File: src/hw/rtl/stid_pkg.sv
// shared constants and types for the sorted table insert/delete block
`default_nettype none

package stid_pkg;

  localparam int CAPACITY    = 64;
  localparam int VALUE_WIDTH = 32;
  localparam int IDX_W       = $clog2(CAPACITY);
  localparam int CNT_W       = $clog2(CAPACITY + 1);

  // operation codes
  localparam logic OP_INSERT = 1'b0;
  localparam logic OP_DELETE = 1'b1;

  // result status codes
  typedef enum logic [1:0] {
    ST_DONE      = 2'd0,
    ST_FULL      = 2'd1,
    ST_NOT_FOUND = 2'd2
  } status_t;

endpackage

`default_nettype wire

File: src/hw/rtl/stid_ram.sv
// simple dual-port synchronous ram, one write port and one registered read port
`default_nettype none

module stid_ram #(
  parameter int DEPTH = 64,
  parameter int WIDTH = 32
) (
  input  wire logic                     clk,
  input  wire logic                     we,
  input  wire logic [$clog2(DEPTH)-1:0] waddr,
  input  wire logic [WIDTH-1:0]         wdata,
  input  wire logic                     re,
  input  wire logic [$clog2(DEPTH)-1:0] raddr,
  output logic      [WIDTH-1:0]         rdata
);

  logic [WIDTH-1:0] mem [DEPTH];

  always_ff @(posedge clk) begin
    if (we) begin
      mem[waddr] <= wdata;
    end
  end

  always_ff @(posedge clk) begin
    if (re) begin
      rdata <= mem[raddr];
    end
  end

endmodule

`default_nettype wire

File: src/hw/rtl/sorted_table_insert_delete.sv
// top level: ascending table of signed values with in-order insert and delete
//
// usage
//   command channel: operation and value are taken at a rising edge where
//   start is high and busy is low; busy stays high while the command runs
//   result channel: done is high for exactly one cycle with status, count and
//   position valid; the receiver cannot stall it, so no result is ever held
//
// operation
//   the table lives in one ram (one write port, one registered read port); a
//   command sweeps entries 0..count-1 in ascending order, one read
//   issued per cycle, and rewrites entries behind the read pointer
//   insert: finds the first entry not smaller than the value, writes the value
//   there and ripples the displaced entries up by one through a carry register
//   delete: finds the first equal entry and moves every later entry down by one
//
// command flow
//   the done strobe rises once the sweep has covered every entry held before
//   the command; an insert into a full table or a command on an empty table
//   skips the sweep; a new command can be taken in the cycle the strobe
//   shows, and only one command runs at a time; the sweep length is set by
//   the single ram read port
//
// reset
//   rst (synchronous) empties the table and returns to idle; ram contents are
//   left as they are, since only entries below count are ever read
`default_nettype none

module sorted_table_insert_delete
  import stid_pkg::*;
(
  input  wire logic                          clk,
  input  wire logic                          rst,
  input  wire logic                          start,
  output logic                               busy,
  input  wire logic                          operation,
  input  wire logic signed [VALUE_WIDTH-1:0] value,
  output logic                               done,
  output logic             [1:0]             status,
  output logic             [CNT_W-1:0]       count,
  output logic             [IDX_W-1:0]       position
);

  typedef enum logic [1:0] {
    S_IDLE = 2'b01,
    S_RUN  = 2'b10
  } state_t;

  state_t state, state_next;

  // control state
  logic [CNT_W-1:0] entry_count, entry_count_next;
  logic [CNT_W-1:0] idx, idx_next;        // next entry to read
  logic             pend, pend_next;      // read data arrives this cycle
  logic             found, found_next;    // target slot located
  logic             done_next;

  // command and sweep payload
  logic                          op, op_next;
  logic signed [VALUE_WIDTH-1:0] val, val_next;
  logic signed [VALUE_WIDTH-1:0] carry, carry_next;   // entry displaced by insert
  logic [IDX_W-1:0]              pidx, pidx_next;     // index of pending read data
  logic [IDX_W-1:0]              pos, pos_next;       // slot inserted or removed

  // result registers
  status_t          res_status, res_status_next;
  logic [CNT_W-1:0] res_count, res_count_next;
  logic [IDX_W-1:0] res_pos, res_pos_next;

  // ram port signals
  logic                          ram_we;
  logic [IDX_W-1:0]              ram_waddr;
  logic signed [VALUE_WIDTH-1:0] ram_wdata;
  logic                          ram_re;
  logic [IDX_W-1:0]              ram_raddr;
  logic signed [VALUE_WIDTH-1:0] ram_rdata;

  stid_ram #(
    .DEPTH (CAPACITY),
    .WIDTH (VALUE_WIDTH)
  ) u_ram (
    .clk   (clk),
    .we    (ram_we),
    .waddr (ram_waddr),
    .wdata (ram_wdata),
    .re    (ram_re),
    .raddr (ram_raddr),
    .rdata (ram_rdata)
  );

  always_comb begin
    state_next       = state;
    entry_count_next = entry_count;
    idx_next         = idx;
    pend_next        = 1'b0;
    found_next       = found;
    done_next        = 1'b0;
    op_next          = op;
    val_next         = val;
    carry_next       = carry;
    pidx_next        = pidx;
    pos_next         = pos;
    res_status_next  = res_status;
    res_count_next   = res_count;
    res_pos_next     = res_pos;
    ram_we           = 1'b0;
    ram_waddr        = pidx;
    ram_wdata        = carry;
    ram_re           = 1'b0;
    ram_raddr        = idx[IDX_W-1:0];

    unique case (state)
      S_IDLE: begin
        if (start) begin
          op_next    = operation;
          val_next   = value;
          idx_next   = '0;
          found_next = 1'b0;
          pos_next   = '0;
          state_next = S_RUN;
        end
      end

      S_RUN: begin
        priority if (op == OP_INSERT && entry_count == CNT_W'(CAPACITY)) begin
          // table full, insert refused
          res_status_next = ST_FULL;
          res_count_next  = entry_count;
          res_pos_next    = '0;
          done_next       = 1'b1;
          state_next      = S_IDLE;
        end else if (idx == entry_count && !pend) begin
          // sweep drained: close out the command
          if (op == OP_INSERT) begin
            ram_we           = 1'b1;
            ram_waddr        = entry_count[IDX_W-1:0];
            ram_wdata        = found ? carry : val;
            entry_count_next = entry_count + 1'b1;
            res_status_next  = ST_DONE;
            res_count_next   = entry_count + 1'b1;
            res_pos_next     = found ? pos : entry_count[IDX_W-1:0];
          end else if (found) begin
            entry_count_next = entry_count - 1'b1;
            res_status_next  = ST_DONE;
            res_count_next   = entry_count - 1'b1;
            res_pos_next     = pos;
          end else begin
            res_status_next  = ST_NOT_FOUND;
            res_count_next   = entry_count;
            res_pos_next     = '0;
          end
          done_next  = 1'b1;
          state_next = S_IDLE;
        end else begin
          // handle data read last cycle
          if (pend) begin
            if (op == OP_INSERT) begin
              if (!found) begin
                if (!(val > ram_rdata)) begin
                  found_next = 1'b1;
                  pos_next   = pidx;
                  ram_we     = 1'b1;
                  ram_waddr  = pidx;
                  ram_wdata  = val;
                  carry_next = ram_rdata;
                end
              end else begin
                ram_we     = 1'b1;
                ram_waddr  = pidx;
                ram_wdata  = carry;
                carry_next = ram_rdata;
              end
            end else begin
              if (!found) begin
                if (ram_rdata == val) begin
                  found_next = 1'b1;
                  pos_next   = pidx;
                end
              end else begin
                // shift down into the slot behind
                ram_we    = 1'b1;
                ram_waddr = pidx - 1'b1;
                ram_wdata = ram_rdata;
              end
            end
          end
          // issue next read; writes always trail the read address
          if (idx < entry_count) begin
            ram_re    = 1'b1;
            ram_raddr = idx[IDX_W-1:0];
            pidx_next = idx[IDX_W-1:0];
            idx_next  = idx + 1'b1;
            pend_next = 1'b1;
          end
        end
      end

      default: begin
        state_next = S_IDLE;
      end
    endcase
  end

  always_ff @(posedge clk) begin
    if (rst) begin
      state       <= S_IDLE;
      entry_count <= '0;
      idx         <= '0;
      pend        <= 1'b0;
      found       <= 1'b0;
      done        <= 1'b0;
    end else begin
      state       <= state_next;
      entry_count <= entry_count_next;
      idx         <= idx_next;
      pend        <= pend_next;
      found       <= found_next;
      done        <= done_next;
    end
  end

  always_ff @(posedge clk) begin
    op         <= op_next;
    val        <= val_next;
    carry      <= carry_next;
    pidx       <= pidx_next;
    pos        <= pos_next;
    res_status <= res_status_next;
    res_count  <= res_count_next;
    res_pos    <= res_pos_next;
  end

  assign busy     = (state != S_IDLE);
  assign status   = res_status;
  assign count    = res_count;
  assign position = res_pos;

endmodule

`default_nettype wire

File: config.mk
export PLATFORM = sky130hd
export DESIGN_NAME = sorted_table_insert_delete
export DESIGN_NICKNAME = d
export VERILOG_FILES = /design/src/hw/rtl/stid_pkg.sv /design/src/hw/rtl/stid_ram.sv /design/src/hw/rtl/sorted_table_insert_delete.sv
export SDC_FILE = /design/constraint.sdc
export NUM_CORES = 2
export LEC_CHECK = 0
export BUFFER_PORTS_ARGS = -buffer_cell sky130_fd_sc_hd__buf_2
export CORE_AREA = 2 2 539 541
export DETAILED_ROUTE_END_ITERATION = 8
export DIE_AREA = 0 0 541 543
export PLACE_DENSITY = 0.47
export SLEW_MARGIN = 20
export SYNTH_ARGS = -nofsm -noshare
export SYNTH_HDL_FRONTEND = slang
export SYNTH_HIERARCHICAL = 1
export SYNTH_SLANG_ARGS = --single-unit
File: constraint.sdc
create_clock -name clk -period 8 [get_ports clk]
set_input_delay 0.8 -clock clk [delete_from_list [all_inputs] [get_ports clk]]
set_output_delay 0.8 -clock clk [all_outputs]
set_load 0.01 [all_outputs]
==> reports/qor.yml <==
synth_flop_cell: "edfxtp_1"
die_area_um2: 293800
grtUsageMet3: 0.02368
grt_overflow: 0
yosysWarnings: 6
cts_sinks: 2191
endpoint: "u_ram/mem[17][29]"
power-per-cell-area_nw_per_um2: 236.6
crit_start: "idx[1]"
vias_per_cell: 5.145
clk_pin_slew_ps: 60
hold_buffers: 0
antenna_found_initial: 31
fin_crit_sh: 0.7214
cts_tree: "yes"
hp-class: "in -> reg"
fmax_ghz: 0.1733
cp_num_cells: 9
dp_slack_ps: 2086
synthCells: 4189
die-height_um: 543
grt_max_degree: 109
ys_seq_area_frac: 0.7619
rows: 197
drtPass1Iterations: 5
ys_ff_latch: 2191
power.leakage_nw: 29.70
report.final.slew_viol_count: 0
root_buffer: "clkbuf_16"
slowest_delay_ps: 1160
crit_required_ps: 8580
reg2reg_to: "u_ram/mem[17][29]"
die_x_um: 541
p_clk_frac: 0.446
drive_above_1_share: 0.2396
setup_viol: 0
initial_core_util: 0.2996
worstMarginPinSlew_ps: 1208
wire_per_inst_um: 29.80
fin_ws_ps: 2229
grt.busiest_layer: "met2"
synth_edf_count: 2172
io_pins: 53
synth_top_area_cell: "edfxtp_1"
synthTopCellsByCount: "edfxtp_1 (2172), mux4_2 (446), mux2i_1 (192)"
synthesis.nets: 4268
cpMaxStageDelayCell: "nor2_4"
syn_to_final_growth_pct: 15.49
power.internal_mw: 18.74
worstSkewPairLatency_ps: 900
syn-cell-area_um2: 86110
synth_area_leaders: "edfxtp_1 (76%), mux4_2 (12%), mux2i_1 (2.2%)"
port_buffers: 52
vias: 43079
synth_most_common_cell: "edfxtp_1"
place.gp.congestion: 0.8138
routed_wl_um: 249600
tns_ps: 0
yosysUniqueCellTypes: 81
p_sw_frac: 0.2038
reg2reg_from: "idx[1]"
ir_drop_mv: 0.1610
cap_violations: 0
fin_skew_ps: 99.23
start_kind: "register"
period_needed_ps: 5771
synth.avg_cell_area_um2: 20.56
core_um2: 287400
worstPathArrival_ps: 6350
numCtsBuffers: 232
endpoint_kind: "register"
combPwrFrac: 0.023
path_cells: "ha_1 -> nand2_1 -> or4b_1 -> nand2_1 -> a21oi_1 -> a21oi_1 -> nand3_1 -> nor2_4 -> buf_4"
power.total_mw: 23.53
hold_viol_final: 0
p_seq_frac: 0.532
p_sw_mw: 4.796
synth_top_cell_area_share: 0.7574
gr-usage-met1: 0.2384
post_cts_resized: 0
dp_hpwl_um: 150700
clock_path_buffers: 4
drc: 0
nets: 4485
outcome: "completed"
max-slew-margin-rel: 0.1892
met2_usage: 0.2679
cp_max_fo: 45
worstSetupPathType: "reg -> reg"
critPathBufInv: 1
post_cts_buffers: 0
r2r_cells: 9
grt_first_pass_wirelength_um: 347900
drt.antenna.violating_nets: 0
crit_family: "simple AND/OR/NAND/NOR gates"
gr-usage-all-layers: 0.1673
async_flop_share: 0
first_iter_violations: 5115
r2r_slack_ps: 2230
rsz0062_at_grt: "false"
cts-htree-levels: 4
grt_pass1_vias: 42705
-- flip-flops by register name, summed over array words and instances, names as in the netlist --
| name | cells |
|---|---|
| state | 2 |
| pidx | 6 |
| carry | 32 |
| op | 1 |
| pos | 6 |
| found | 1 |
| u_ram/mem | 2048 |
| done | 1 |
| count | 7 |
| entry_count | 7 |
| val | 32 |
| position | 6 |
| idx | 7 |
| status | 2 |
| pend | 1 |
| u_ram/rdata | 32 |
-- per-stage QoR --
step,area (um2),hold WS [ps],cells,utilization
2_1_floorplan,86110,426.4,4189,-
3_3_place_gp,91600,438.0,7929,0.3187
3_5_place_dp,92020,443.3,7948,0.3202
4_1_cts,99310,74.70,8359,0.3455
5_1_grt,99430,99.38,8365,0.3460
6_report,99450,144.4,8373,0.3460
-- cells by family (layout without fill, tap and decap cells) --
| family | count (synthesis) | count (layout) | share of synthesized area |
|---|---|---|---|
| mux | 638 | 638 | 0.1390 |
| xor+xnor | 16 | 16 | 0.001627 |
| flops | 2191 | 2191 | 0.7619 |
| other cells | 0 | 9 | 0 |
| buf+inv | 325 | 719 | 0.02066 |
| simple gates | 443 | 443 | 0.02534 |
| compound gates | 533 | 533 | 0.04529 |
| fa+ha+maj | 43 | 43 | 0.006248 |
-- power groups by stage --
| stage | clock (mW) | combinational [mW] | sequential (mW) |
|---|---|---|---|
| CTS | 10.7 | 0.547 | 12.5 |
| finish | 10.5 | 0.537 | 12.5 |
| floorplan | 0 | 0.380 | 12.7 |
| detailed placement | 0 | 0.545 | 12.7 |
| global placement | 0 | 0.545 | 12.8 |
| global route | 11.1 | 0.575 | 12.5 |
-- how the worst min path moves through the flow --
stage / startpoint / endpoint / slack (ps) / depth (start not counted)
4_1_cts: value[20] / val[20] / 70 / 1
3_3_place_gp: u_ram/rdata[15] / carry[15] / 440 / 0
3_5_place_dp: u_ram/rdata[26] / carry[26] / 440 / 0
2_1_floorplan: u_ram/rdata[15] / carry[15] / 430 / 0
5_1_grt: value[1] / val[1] / 100 / 1
6_report: value[20] / val[20] / 140 / 1
-- per-layer routing --
layer  part of all wire  wire length [um]
met5           0.000052                13
met4              0.026              6493
met3              0.058             14580
met2               0.47            118200
met1               0.44            110300
-- cells in the final DEF, fill, tap and decap left out, types with 14 or more instances in the layout --
master        n
xnor2_1      16
buf_12       22
nor2_1       74
a22oi_1     134
ha_1         43
clkbuf_16   233
a31oi_1      22
bufinv_16    22
buf_2        52
o21ai_0      60
a211oi_1     24
o211ai_1     20
o221ai_4     19
o221ai_1     22
clkbuf_1     46
nand2_1     100
o22ai_1      46
mux2i_1     192
clkinv_2     34
buf_4       134
nand3_1      62
nor2_4       65
nor2b_1      19
dfxtp_1      14
a22o_1       14
inv_1        93
and3_1       16
a21oi_1      71
nor3_1       22
mux4_2      446
clkinv_1     57
edfxtp_1   2172
-- layout make-up --
type,instances,area [um2]
multi-input cells,1673,19600
inverters,95,356.6
repair buffers,213,1832
flip-flops and latches,2191,65620
fillers,26801,188000
clock inverters,130,1260
well taps,3781,4731
diodes,9,22.52
clock buffers,281,6031
(Power assumes the default switching activity.)
